[src/rtl/cpio_pkg.sv]
// ----------------------------------------------------------------------------
// cpio_pkg
// Shared constants, types and helper functions of the cpio stream parser.
// ----------------------------------------------------------------------------
package cpio_pkg;

	localparam int MAX_NAME_BYTES = 256;
	localparam int NAME_CNT_W = $clog2(MAX_NAME_BYTES + 1);
	localparam logic [6:0] HDR_BYTES = 7'd110;
	localparam int QUEUE_DEPTH = 4;
	localparam int QUEUE_AW = $clog2(QUEUE_DEPTH);

	localparam logic [1:0] KIND_NAME = 2'd0;
	localparam logic [1:0] KIND_COMMIT = 2'd1;
	localparam logic [1:0] KIND_CONTENT = 2'd2;
	localparam logic [1:0] KIND_FINISH = 2'd3;

	localparam logic [2:0] ST_OK = 3'd0;
	localparam logic [2:0] ST_BAD_HEX = 3'd1;
	localparam logic [2:0] ST_BAD_MAGIC = 3'd2;
	localparam logic [2:0] ST_NAME_LONG = 3'd3;
	localparam logic [2:0] ST_NAME_BAD = 3'd4;
	localparam logic [2:0] ST_TRUNC = 3'd5;
	localparam logic [2:0] ST_TOO_LARGE = 3'd6;

	// All results caused by one input item.
	typedef struct packed {
		logic        byte_v;
		logic        is_content;
		logic        commit_v;
		logic        finish_v;
		logic [7:0]  data;
		logic [31:0] size;
		logic [2:0]  status;
	} run_t;

	function automatic logic is_hex(input logic [7:0] b);
		return (b >= 8'h30 && b <= 8'h39) || (b >= 8'h41 && b <= 8'h46) ||
			(b >= 8'h61 && b <= 8'h66);
	endfunction

	function automatic logic [3:0] hex_value(input logic [7:0] b);
		logic [7:0] v;
		if (b >= 8'h61) begin
			v = b - 8'h57;
		end else if (b >= 8'h41) begin
			v = b - 8'h37;
		end else begin
			v = b - 8'h30;
		end
		return v[3:0];
	endfunction

	function automatic logic [7:0] magic_char(input logic [2:0] i);
		case (i)
			3'd1, 3'd3: return 8'h37;
			3'd5:       return 8'h32;
			default:    return 8'h30;
		endcase
	endfunction

	function automatic logic [7:0] trailer_char(input logic [3:0] i);
		case (i)
			4'd0:             return 8'h54;
			4'd1:             return 8'h52;
			4'd2:             return 8'h41;
			4'd3:             return 8'h49;
			4'd4:             return 8'h4C;
			4'd5:             return 8'h45;
			4'd6:             return 8'h52;
			4'd7, 4'd8, 4'd9: return 8'h21;
			default:          return 8'h00;
		endcase
	endfunction

endpackage

[src/rtl/cpio_front.sv]
// ----------------------------------------------------------------------------
// cpio_front
// Takes one archive byte per cycle while take is high, tracks the record
// structure and builds the set of results that the byte causes.
// ----------------------------------------------------------------------------
module cpio_front
	import cpio_pkg::*;
(
	input  logic        clk,
	input  logic        arst_n,
	input  logic        take,
	input  logic [7:0]  archive_byte,
	input  logic [31:0] archive_length,
	output run_t        run,
	output logic        run_v
);

	localparam logic [2:0] PH_HEADER = 3'd0;
	localparam logic [2:0] PH_NAME = 3'd1;
	localparam logic [2:0] PH_NAMEPAD = 3'd2;
	localparam logic [2:0] PH_CONTENT = 3'd3;
	localparam logic [2:0] PH_CONTENTPAD = 3'd4;
	localparam logic [2:0] PH_DONE = 3'd5;

	logic [2:0]            phase_q, phase_d;
	logic [31:0]           pos_q, pos_d;
	logic [6:0]            idx_q, idx_d;
	logic [31:0]           nsz_q, nsz_d;
	logic [31:0]           fsz_q, fsz_d;
	logic                  magic_q, magic_d;
	logic [NAME_CNT_W-1:0] ncnt_q, ncnt_d;
	logic                  trl_q, trl_d;
	logic [31:0]           left_q, left_d;
	logic                  fin_q, fin_d;

	logic [32:0] len33;
	logic [32:0] algn;
	logic [32:0] room;
	logic [31:0] room32;
	logic [31:0] pos_n;

	assign len33 = {1'b0, archive_length};

	// Finishing status at the start of the next record: bit 3 set means
	// another record follows.
	function automatic logic [3:0] rec_end(input logic [32:0] nxt, input logic [32:0] len);
		logic [32:0] diff;
		diff = len - nxt;
		if (nxt >= len) begin
			return {1'b0, ST_OK};
		end else if (diff < 33'(HDR_BYTES)) begin
			return {1'b0, ST_TRUNC};
		end
		return {1'b1, ST_OK};
	endfunction

	logic [3:0] re;

	always_comb begin
		phase_d = phase_q;
		pos_d = pos_q;
		idx_d = idx_q;
		nsz_d = nsz_q;
		fsz_d = fsz_q;
		magic_d = magic_q;
		ncnt_d = ncnt_q;
		trl_d = trl_q;
		left_d = left_q;
		fin_d = fin_q;
		run = '0;
		run.data = archive_byte;
		pos_n = pos_q + 32'd1;
		algn = ({1'b0, pos_n} + 33'd3) & ~33'd3;
		room = (algn > len33) ? 33'd0 : len33 - algn;
		room32 = (pos_n > archive_length) ? 32'd0 : archive_length - pos_n;
		re = rec_end(algn, len33);
		if (!fin_q) begin
			case (phase_q)
				PH_HEADER: begin
					if (idx_q == 7'd0 && pos_q >= archive_length) begin
						run.finish_v = 1'b1;
						run.status = ST_OK;
					end else if (idx_q == 7'd0 && (archive_length - pos_q) < 32'(HDR_BYTES)) begin
						run.finish_v = 1'b1;
						run.status = ST_TRUNC;
					end else begin
						if (idx_q == 7'd0) begin
							magic_d = 1'b1;
							nsz_d = '0;
							fsz_d = '0;
						end
						pos_d = pos_n;
						if (!is_hex(archive_byte)) begin
							run.finish_v = 1'b1;
							run.status = ST_BAD_HEX;
						end else begin
							if (idx_q < 7'd6 && archive_byte != magic_char(idx_q[2:0])) begin
								magic_d = 1'b0;
							end
							if (idx_q >= 7'd54 && idx_q <= 7'd61) begin
								fsz_d = {fsz_d[27:0], hex_value(archive_byte)};
							end
							if (idx_q >= 7'd94 && idx_q <= 7'd101) begin
								nsz_d = {nsz_d[27:0], hex_value(archive_byte)};
							end
							idx_d = idx_q + 7'd1;
							if (idx_d == HDR_BYTES) begin
								idx_d = '0;
								run.status = ST_OK;
								if (!magic_d) begin
									run.finish_v = 1'b1;
									run.status = ST_BAD_MAGIC;
								end else if (nsz_d > 32'(MAX_NAME_BYTES)) begin
									run.finish_v = 1'b1;
									run.status = ST_NAME_LONG;
								end else if (nsz_d == 32'd0) begin
									run.finish_v = 1'b1;
									run.status = ST_NAME_BAD;
								end else if (room32 < nsz_d) begin
									run.finish_v = 1'b1;
									run.status = ST_TRUNC;
								end else begin
									ncnt_d = '0;
									trl_d = 1'b1;
									phase_d = PH_NAME;
								end
							end
						end
					end
				end
				PH_NAME: begin
					run.byte_v = 1'b1;
					if (ncnt_q < NAME_CNT_W'(11) &&
						archive_byte != trailer_char(ncnt_q[3:0])) begin
						trl_d = 1'b0;
					end
					ncnt_d = ncnt_q + 1'b1;
					pos_d = pos_n;
					if (32'(ncnt_d) >= nsz_q) begin
						if (archive_byte != 8'd0) begin
							run.finish_v = 1'b1;
							run.status = ST_NAME_BAD;
						end else if (trl_d && nsz_q >= 32'd11) begin
							run.finish_v = 1'b1;
							run.status = ST_OK;
						end else if ({1'b0, fsz_q} > room) begin
							run.finish_v = 1'b1;
							run.status = ST_TOO_LARGE;
						end else begin
							run.commit_v = 1'b1;
							run.size = fsz_q;
							left_d = fsz_q;
							if (fsz_q == 32'd0 && !re[3]) begin
								run.finish_v = 1'b1;
								run.status = re[2:0];
							end else if (pos_n[1:0] != 2'd0) begin
								phase_d = PH_NAMEPAD;
							end else begin
								phase_d = (fsz_q != 32'd0) ? PH_CONTENT : PH_HEADER;
							end
						end
					end
				end
				PH_NAMEPAD: begin
					pos_d = pos_n;
					if (pos_n[1:0] == 2'd0) begin
						phase_d = (left_q != 32'd0) ? PH_CONTENT : PH_HEADER;
					end
				end
				PH_CONTENT: begin
					run.byte_v = 1'b1;
					run.is_content = 1'b1;
					pos_d = pos_n;
					left_d = left_q - 32'd1;
					if (left_d == 32'd0) begin
						if (!re[3]) begin
							run.finish_v = 1'b1;
							run.status = re[2:0];
						end else begin
							phase_d = (pos_n[1:0] != 2'd0) ? PH_CONTENTPAD : PH_HEADER;
						end
					end
				end
				PH_CONTENTPAD: begin
					pos_d = pos_n;
					if (pos_n[1:0] == 2'd0) begin
						phase_d = PH_HEADER;
					end
				end
				default: begin
				end
			endcase
			if (run.finish_v) begin
				fin_d = 1'b1;
				phase_d = PH_DONE;
			end
		end
	end

	assign run_v = take && (run.byte_v || run.commit_v || run.finish_v);

	always_ff @(posedge clk or negedge arst_n) begin
		if (!arst_n) begin
			phase_q <= PH_HEADER;
			pos_q <= '0;
			idx_q <= '0;
			nsz_q <= '0;
			fsz_q <= '0;
			magic_q <= 1'b1;
			ncnt_q <= '0;
			trl_q <= 1'b1;
			left_q <= '0;
			fin_q <= 1'b0;
		end else if (take) begin
			phase_q <= phase_d;
			pos_q <= pos_d;
			idx_q <= idx_d;
			nsz_q <= nsz_d;
			fsz_q <= fsz_d;
			magic_q <= magic_d;
			ncnt_q <= ncnt_d;
			trl_q <= trl_d;
			left_q <= left_d;
			fin_q <= fin_d;
		end
	end

endmodule

[src/rtl/cpio_queue.sv]
// ----------------------------------------------------------------------------
// cpio_queue
// Short queue of result sets between the front and the back.
// ----------------------------------------------------------------------------
module cpio_queue
	import cpio_pkg::*;
(
	input  logic clk,
	input  logic arst_n,
	input  logic wr,
	input  run_t wr_run,
	input  logic rd,
	output run_t rd_run,
	output logic full,
	output logic empty
);

	run_t              mem_q [QUEUE_DEPTH];
	logic [QUEUE_AW-1:0] wp_q;
	logic [QUEUE_AW-1:0] rp_q;
	logic [QUEUE_AW:0]   cnt_q;

	assign full = (cnt_q == (QUEUE_AW+1)'(QUEUE_DEPTH));
	assign empty = (cnt_q == '0);
	assign rd_run = mem_q[rp_q];

	always_ff @(posedge clk) begin
		if (wr) begin
			mem_q[wp_q] <= wr_run;
		end
	end

	always_ff @(posedge clk or negedge arst_n) begin
		if (!arst_n) begin
			wp_q <= '0;
			rp_q <= '0;
			cnt_q <= '0;
		end else begin
			if (wr) begin
				wp_q <= wp_q + 1'b1;
			end
			if (rd) begin
				rp_q <= rp_q + 1'b1;
			end
			if (wr && !rd) begin
				cnt_q <= cnt_q + 1'b1;
			end else if (rd && !wr) begin
				cnt_q <= cnt_q - 1'b1;
			end
		end
	end

endmodule

[src/rtl/cpio_back.sv]
// ----------------------------------------------------------------------------
// cpio_back
// Unpacks the oldest result set into single result items, in order.
// ----------------------------------------------------------------------------
module cpio_back
	import cpio_pkg::*;
(
	input  logic        clk,
	input  logic        arst_n,
	input  run_t        head,
	input  logic        head_v,
	input  logic        pop,
	output logic        head_rd,
	output logic [1:0]  kind,
	output logic [7:0]  data_byte,
	output logic [31:0] entry_size,
	output logic [2:0]  status,
	output logic        last_of_run
);

	logic [2:0] done_q;
	logic [2:0] rem;
	logic [2:0] first;
	logic [2:0] after;

	assign rem = {head.finish_v, head.commit_v, head.byte_v} & ~done_q;
	assign first = rem & (~rem + 3'd1);
	assign after = rem & ~first;
	assign last_of_run = (after == 3'd0);
	assign head_rd = head_v && pop && last_of_run;

	always_comb begin
		kind = KIND_FINISH;
		data_byte = '0;
		entry_size = '0;
		status = head.status;
		if (first[0]) begin
			kind = head.is_content ? KIND_CONTENT : KIND_NAME;
			data_byte = head.data;
			status = ST_OK;
		end else if (first[1]) begin
			kind = KIND_COMMIT;
			entry_size = head.size;
			status = ST_OK;
		end
	end

	always_ff @(posedge clk or negedge arst_n) begin
		if (!arst_n) begin
			done_q <= '0;
		end else if (head_v && pop) begin
			done_q <= last_of_run ? 3'd0 : (done_q | first);
		end
	end

endmodule

[src/rtl/cpio_archive_stream_parser.sv]
// Each result set is written into the queue when its byte is accepted.
// One byte is accepted per cycle while the queue is not full; the results of
// a byte leave one item per pop, absorbed by a four-entry queue.
// Reset (arst_n low, asynchronous): parser at a header start, queue empty.
// ----------------------------------------------------------------------------
// cpio_archive_stream_parser
// Streaming parser for crc-format (magic 070702) cpio archives, one byte per item.
// ----------------------------------------------------------------------------
module cpio_archive_stream_parser
	import cpio_pkg::*;
(
	input  logic        clk,
	input  logic        arst_n,
	input  logic        cfg_wr_en,
	input  logic [31:0] cfg_wr_data,
	input  logic        push,
	output logic        full,
	input  logic [7:0]  archive_byte,
	output logic        empty,
	input  logic        pop,
	output logic [1:0]  kind,
	output logic [7:0]  data_byte,
	output logic [31:0] entry_size,
	output logic [2:0]  status,
	output logic        last_of_run
);

	logic [31:0] len_q;
	logic        take;
	run_t        run;
	logic        run_v;
	run_t        head;
	logic        head_rd;

	always_ff @(posedge clk or negedge arst_n) begin
		if (!arst_n) begin
			len_q <= '0;
		end else if (cfg_wr_en) begin
			len_q <= cfg_wr_data;
		end
	end

	assign take = push && !full;

	cpio_front u_front (
		.clk(clk),
		.arst_n(arst_n),
		.take(take),
		.archive_byte(archive_byte),
		.archive_length(len_q),
		.run(run),
		.run_v(run_v)
	);

	cpio_queue u_queue (
		.clk(clk),
		.arst_n(arst_n),
		.wr(run_v),
		.wr_run(run),
		.rd(head_rd),
		.rd_run(head),
		.full(full),
		.empty(empty)
	);

	cpio_back u_back (
		.clk(clk),
		.arst_n(arst_n),
		.head(head),
		.head_v(!empty),
		.pop(pop),
		.head_rd(head_rd),
		.kind(kind),
		.data_byte(data_byte),
		.entry_size(entry_size),
		.status(status),
		.last_of_run(last_of_run)
	);

`ifndef SYNTHESIS
	a_full_not_empty: assert property (@(posedge clk) disable iff (!arst_n)
		full |-> !empty) else $error("queue full and empty at once");
	a_finish_last: assert property (@(posedge clk) disable iff (!arst_n)
		(!empty && kind == KIND_FINISH) |-> last_of_run)
		else $error("finish item not last of its run");
	a_commit_no_data: assert property (@(posedge clk) disable iff (!arst_n)
		(!empty && kind == KIND_COMMIT) |-> (data_byte == 8'd0 && status == ST_OK))
		else $error("commit item carries byte or status");
`endif

endmodule
[config.mk]
export PLATFORM = sky130hd
export DESIGN_NAME = cpio_archive_stream_parser
export DESIGN_NICKNAME = d
export VERILOG_FILES = /design/src/rtl/cpio_pkg.sv /design/src/rtl/cpio_front.sv /design/src/rtl/cpio_queue.sv /design/src/rtl/cpio_back.sv /design/src/rtl/cpio_archive_stream_parser.sv
export SDC_FILE = /design/constraint.sdc
export NUM_CORES = 1
export LEC_CHECK = 0
export BUFFER_PORTS_ARGS = -buffer_cell sky130_fd_sc_hd__buf_2
export CAP_MARGIN = 20
export CORE_UTILIZATION = 64
export DETAILED_ROUTE_END_ITERATION = 8
export PLACE_DENSITY = 0.82
export SYNTH_ARGS = -nofsm -noshare
export SYNTH_HDL_FRONTEND = slang
export SYNTH_HIERARCHICAL = 1
export SYNTH_SLANG_ARGS = --single-unit
[constraint.sdc]
create_clock -name clk -period 12 [get_ports clk]
set_input_delay 1.8 -clock clk [delete_from_list [all_inputs] [get_ports clk]]
set_output_delay 1.8 -clock clk [all_outputs]
set_load 0.02 [all_outputs]
==> out/results.ini, run 1 <==
[global_route]
grt_overflow=0
grt_max_degree=81
grt_pass1_vias=22160
grt_pass1_wl_mm=120.4
gr-usage-all-layers_pct=34.74
antenna_found_initial=0

[clocking]
clk_pin_slew_ns=0.06
htree_levels=2
cts_resized=0
insertion_delay_ns=0.57
cts_setup_buffers=0
numCtsBuffers=40
clock-sinks=380
cts_tree=done
cts_hold_buf=0
cts_buffer_depth=3
cts-root-buf=clkbuf_16

[route]
top_layer=met4
drt_iter0_markers=2610
final_antenna_net_count=0
route.detailed.drc=0
vias=23390
wl_met2_mm=36.62
via_per_inst=6.692
wire_per_inst_um=22.17
finalWirelength_mm=77.50
wirelength_met1_mm=30.87
drtPass1Iterations=6
wl_met3_mm=5.191

[critical_path]
crit_slowest_cell=a21boi_0
timing_worst_setup_path_type=flip-flop to flip-flop
crit_required_ns=12.20
endpoint_kind=flip-flop
crit_top_cell=ha_1
cp_top_family=simple AND/OR/NAND/NOR gates
cp_max_fo=28
cpPeakStageDelay_ns=0.73
worstPathArrival_ns=10.88
critical_path_buf_inv_count=2
cp-start-kind=flip-flop

[floorplan]
die_x_um=209.9
die_h_um=209.9
num_rows=75
core_um2=42320
die-area_um2=44070
start_util_pct=65.39
io-pin-count=93

[cells_and_area]
nets=3123
final_common_cell=nand2_1
final_cell_mix=271 x nand2_1, 202 x nor2_1, 188 x dfrtp_1, 188 x ha_1, 188 x edfxtp_1
area_growth_pct=7.592
drive_above_1_share_pct=12.07
stdcell_count=3495

[timing]
slew_violations=0
tns_ns=0
fin_crit_ns=10.67
finClkSkew_ns=0.03061
setup_viol_count_final=0
fin_crit_sh_pct=88.95
worst_slew_pin_slew_ns=0.9260
rsz0062_at_grt=no
max_freq_mhz=93.69
hold_viol_final=0
maxSlewHeadroom_pct=38.11

[synthesis]
synth-edff-count=188
yosysWarnings=6
synth_area_leader_cell=edfxtp_1
ys_async_sr_fraction_pct=50.53
ys_seq_elements=380
avgSynthCellArea_um2=9.629
ys.flop_type=dfrtp_1
synth_top_area_share_pct=20.40
synth_area_um2=27670
synthesis.nets=3111
synthTopCellsByArea=edfxtp_1 20%, dfrtp_1 17%, ha_1 8.5%
synthesis.instances=2874
ys_types=112
seq_area_frac_synth_pct=37.77

[place]
gp_congestion=1.032
place_inst=3415
port_buffers=92
hpwl_mm=57.11

[worst_hold_path]
min_path_type=flip-flop to flip-flop

[power_and_ir_drop]
p_leak_uw=0.01233
peakVddDrop_uv=274.2
power_per_cell_area_nw_per_um2=140.5

[run_status]
status=complete, no violations

[flow_run]
cap_violations=0

-- cell type report --
class | count | area, um^2
well taps | 577 | 721.9
repair buffers | 124 | 774.5
fillers | 3144 | 12550
multi-input cells | 2235 | 16040
diodes | 1 | 2.502
inverters | 105 | 394.1
clock inverters | 15 | 216.5
flip-flops and latches | 380 | 10460
clock buffers | 58 | 1171
-- stage by stage --
step / util, % / hold WS (ns) / instance area (um^2) / power (uW) / setup slack [ns]
5_1_grt: 70.34 / 0.5258 / 29770 / 4376 / 0.6009
3_3_place_gp: 66.81 / 0.4720 / 28270 / 2822 / 1.970
3_5_place_dp: 66.81 / 0.4838 / 28270 / 2865 / 1.536
2_1_floorplan: - / 0.4563 / 27670 / 2514 / 2.778
4_1_cts: 70.08 / 0.4994 / 29660 / 4182 / 1.457
6_report: 70.35 / 0.5071 / 29770 / 4183 / 1.326
-- cells by family (layout without fill, tap and decap cells) --
logic type	count (synthesis)	after routing	synth area share, %
AOI/OAI and AO/OA	710	710	17.23
xor gates and xnor gates	179	179	5.665
adders and majority gates	193	193	8.826
buffers and inverters	259	302	4.345
DFF	380	380	37.77
muxes	93	93	6.081
other	0	1	0
and+or+nand+nor	1060	1060	20.08
-- cell usage after synthesis, drive strengths merged (7+ instances only) --
library cell	number
a211o	12
a211oi	29
a21o	62
a21oi	157
a22o	54
a31oi	36
and2	64
and3	56
and4	15
buf	51
clkbuf	103
dfrtp	190
edfxtp	188
ha	188
inv	105
mux2	35
mux2i	11
mux4	47
nand2	272
nand2b	33
nand3	70
nand3b	12
nand4	58
nor2	202
nor2b	20
nor3	94
nor3b	11
nor4	57
nor4b	7
o2111ai	12
o211ai	16
o21a	28
o21ai	163
o21bai	19
o22ai	10
o2bb2ai	11
o311ai	8
o31ai	10
or2	20
or3	35
or4	11
xnor2	123
xor2	56
-- metal layers --
metal / vias to the layer above / track usage (%)
met3: 238 / 4.499
met5: - / 0
met2: 1118 / 58.13
met4: 0 / 19.46
li1: 10770 / -
met1: 11270 / 43.79
-- path summary, 6_finish.rpt --
kind | from | endpoint | slack (ns) | cells past startpoint
worst max-delay path | u_front/pos_q[0]$_DFFE_PN0P_ | u_queue/mem_q[2][21]$_DFFE_PP_ | 1.33 | 34
max in group asynchronous | arst_n | u_front/left_q[20]$_DFFE_PN0P_ | 9.37 | 2
min in group asynchronous | arst_n | u_front/nsz_q[17]$_DFFE_PN0P_ | 1.29 | 1
worst max register to register | u_front/pos_q[0]$_DFFE_PN0P_ | u_queue/mem_q[2][21]$_DFFE_PP_ | 1.33 | 34
worst min register to register | u_front/pos_q[27]$_DFFE_PN0P_ | u_front/pos_q[27]$_DFFE_PN0P_ | 0.51 | 1
worst min-delay path | u_front/pos_q[27]$_DFFE_PN0P_ | u_front/pos_q[27]$_DFFE_PN0P_ | 0.51 | 1
-- flip-flops by register name, indices dropped and copies added, names as in the netlist --
name and cells:
u_front/trl_q 1, u_front/left_q 32, u_front/idx_q 7, u_queue/rp_q 2, u_queue/wp_q 2, u_front/magic_q 1, u_queue/cnt_q 3, u_front/pos_q 32
u_front/phase_q 3, u_queue/mem_q 188, u_front/fsz_q 32, u_front/nsz_q 32, u_front/ncnt_q 9, u_front/fin_q 1, u_back/done_q 3, len_q 32
-- power breakdown --
part	switching [uW]	internal (uW)
Combinational	829	558
Sequential	82.1	1400
Clock	522	788
(Power assumes the default switching activity.)
==> run 2, diff against run 1 <==
--- a/config.mk
+++ b/config.mk
@@ -5,11 +5,12 @@
 export SDC_FILE = /design/constraint.sdc
 export NUM_CORES = 1
 export LEC_CHECK = 0
+export ABC_AREA = 1
 export BUFFER_PORTS_ARGS = -buffer_cell sky130_fd_sc_hd__buf_2
 export CAP_MARGIN = 20
-export CORE_UTILIZATION = 64
+export CORE_UTILIZATION = 50
 export DETAILED_ROUTE_END_ITERATION = 8
-export PLACE_DENSITY = 0.82
+export PLACE_DENSITY = 0.66
 export SYNTH_ARGS = -nofsm -noshare
 export SYNTH_HDL_FRONTEND = slang
 export SYNTH_HIERARCHICAL = 1
==> run 2 against run 1 <==
The run now ends with design-rule violations left; core utilization decreased by 16 points; largest power group is now clock; highest routed layer unchanged; area after synthesis is 9.1% higher; cell count increased by 45%; global-route usage decreased by 5.7 points; clock power rose by 8%; worst setup slack better by 2.1 ns; critical path type unchanged.
==> out/results.ini, run 2 <==
[global_route]
gr-usage-all-layers_pct=29.02
grt_pass1_vias=25860
grt_pass1_wl_mm=139.7
grt_overflow=0
grt_max_degree=103
antenna_found_initial=0

[timing]
setup_viol_count_final=0
fin_crit_sh_pct=71.28
fin_crit_ns=8.553
worst_slew_pin_slew_ns=0.9633
hold_ws_ns=0.5081
rsz0062_at_grt=no
finClkSkew_ns=0.01660
slew_violations=0
hold_viol_final=0
tns_ns=0
maxSlewHeadroom_pct=35.78
max_freq_mhz=116.9

[worst_hold_path]
min_path_type=flip-flop to flip-flop

[floorplan]
die-area_um2=61360
die_h_um=247.7
die_x_um=247.7
start_util_pct=50.85
num_rows=89
core_um2=59350
io-pin-count=93

[critical_path]
cp_max_fo=33
r2r_setup_slack_ns=3.45
crit_required_ns=12.23
timing_worst_setup_path_type=flip-flop to flip-flop
cpPeakStageDelay_ns=0.50
worstReg2RegStart=u_front/pos_q[0]$_DFFE_PN0P_
crit_top_cell=nand2_1
cp-start-kind=flip-flop
worstSetupPathDepth=53
cp-startpoint=u_front/pos_q[0]$_DFFE_PN0P_
cp_top_family=simple AND/OR/NAND/NOR gates
endpoint_kind=flip-flop
critical_path_buf_inv_count=7
rr_worst_depth=53
reg2reg_to=u_queue/mem_q[0][22]$_DFFE_PP_
crit_slowest_cell=dfrtp_1
worstPathArrival_ns=8.79
crit_end=u_queue/mem_q[0][22]$_DFFE_PP_

[clocking]
cts-root-buf=clkbuf_16
htree_levels=2
cts_buffer_depth=3
clock-sinks=380
insertion_delay_ns=0.58
cts_hold_buf=0
cts_resized=0
clk_pin_slew_ns=0.06
numCtsBuffers=44
cts_tree=done
cts_setup_buffers=0

[route]
final_antenna_net_count=0
wl_met3_mm=4.841
drtPass1Iterations=9
finalWirelength_mm=88.47
via_per_inst=5.449
route.detailed.drc=11
wire_per_inst_um=17.50
drt_iter0_markers=2156
wirelength_met1_mm=38.01
top_layer=met4
wl_met2_mm=42.50
vias=27540

[synthesis]
yosysWarnings=6
synthTopCellsByArea=edfxtp_1 19%, dfrtp_1 16%, nand2_1 15%
ys_top_cells_by_count=1213 x nand2_1, 611 x inv_1, 424 x nor2_1
synth_area_leader_cell=edfxtp_1
ys_types=70
ys_async_sr_fraction_pct=50.53
synth_area_um2=30180
ys.flop_type=dfrtp_1
yosysMostFrequentCell=nand2_1
synthesis.instances=4210
synth_top_area_share_pct=18.70
avgSynthCellArea_um2=7.170
ys_seq_elements=380
synthesis.nets=4447
seq_area_frac_synth_pct=34.63
synth-edff-count=188

[place]
gp_congestion=0.9708
port_buffers=92
place_inst=4973
hpwl_mm=67.91

[power_and_ir_drop]
p_leak_uw=0.01559
power_per_cell_area_nw_per_um2=104.8
total_power_uw=3409
peakVddDrop_uv=107.7

[cells_and_area]
area_growth_pct=7.768
largest_register_ff_count=188
regMostFlops=u_queue/mem_q
antenna_cells=0
drive_above_1_share_pct=8.454
stdcell_count=5055
final_cell_mix=1213 x nand2_1, 608 x inv_1, 422 x nor2_1, 251 x o21ai_0, 222 x nand3_1
nets=4483
final_common_cell=nand2_1

[run_status]
status=complete, but fails checks
violations=design-rule violations

[flow_run]
cap_violations=0

-- run 2: through the flow --
stage / cell area (um^2) / utilization (%) / setup WS (ns)
after CTS: 32530 / 54.81 / 3.438
after floorplan: 30180 / - / 4.496
after global placement: 31000 / 52.24 / 3.585
after detailed placement: 31000 / 52.24 / 3.479
after global routing: 32530 / 54.81 / 2.588
final: 32530 / 54.81 / 3.447
-- run 2: worst reg2reg max path, delay by kind of cell, from the launching register on --
kind,cells,cell delay [ns]
buf+inv,7,1.46
fa+ha+maj,3,1.02
simple gates,38,4.56
flops,1,0.50
compound gates,5,0.67
-- run 2: worst min-delay path by stage --
stage	start	to	slack, ns	cells after the start
finish	u_back/done_q[2]$_DFFE_PN0P_	u_back/done_q[2]$_DFFE_PN0P_	0.51	2
global route	len_q[0]$_DFFE_PN0P_	len_q[0]$_DFFE_PN0P_	0.52	2
CTS	u_back/done_q[2]$_DFFE_PN0P_	u_back/done_q[2]$_DFFE_PN0P_	0.50	2
detailed placement	len_q[0]$_DFFE_PN0P_	len_q[0]$_DFFE_PN0P_	0.49	2
global placement	len_q[0]$_DFFE_PN0P_	len_q[0]$_DFFE_PN0P_	0.47	2
floorplan	len_q[0]$_DFFE_PN0P_	len_q[0]$_DFFE_PN0P_	0.45	2
-- run 2: area by class of cell --
cell class	count	area (um^2)
clock buffer	58	1245
clock inverter	24	279.0
fill	5870	26820
inverter	629	2369
multi-input combinational	3077	16580
sequential	380	10460
tap	773	967.2
timing repair buffer	114	634.4
-- run 2: per-layer routing --
| metal | vias up | track usage, % |
|---|---|---|
| met2 | 826 | 50.24 |
| met1 | 12670 | 37.04 |
| met5 | - | 0 |
| met4 | 0 | 10.56 |
| li1 | 13880 | - |
| met3 | 167 | 3.536 |
-- run 2: kinds of logic (layout without fill, tap and decap cells) --
| group | count (synthesis) | in the layout | synth area share, % |
|---|---|---|---|
| AND/OR/NAND/NOR | 2127 | 2127 | 30.06 |
| AO/OA/AOI/OAI | 654 | 654 | 13.62 |
| adder cells (fa/ha/maj) | 192 | 192 | 8.058 |
| XOR/XNOR | 104 | 104 | 3.105 |
| flip-flops | 380 | 380 | 34.63 |
| buffers and inverters | 753 | 825 | 10.53 |
-- run 2: where the power goes --
group | total (uW) | leakage (uW) | switching, uW | internal, uW
sequential | 1400 | 0.00347 | 34.5 | 1370
clock | 1410 | 0.000746 | 579 | 828
combinational | 598 | 0.0114 | 400 | 198
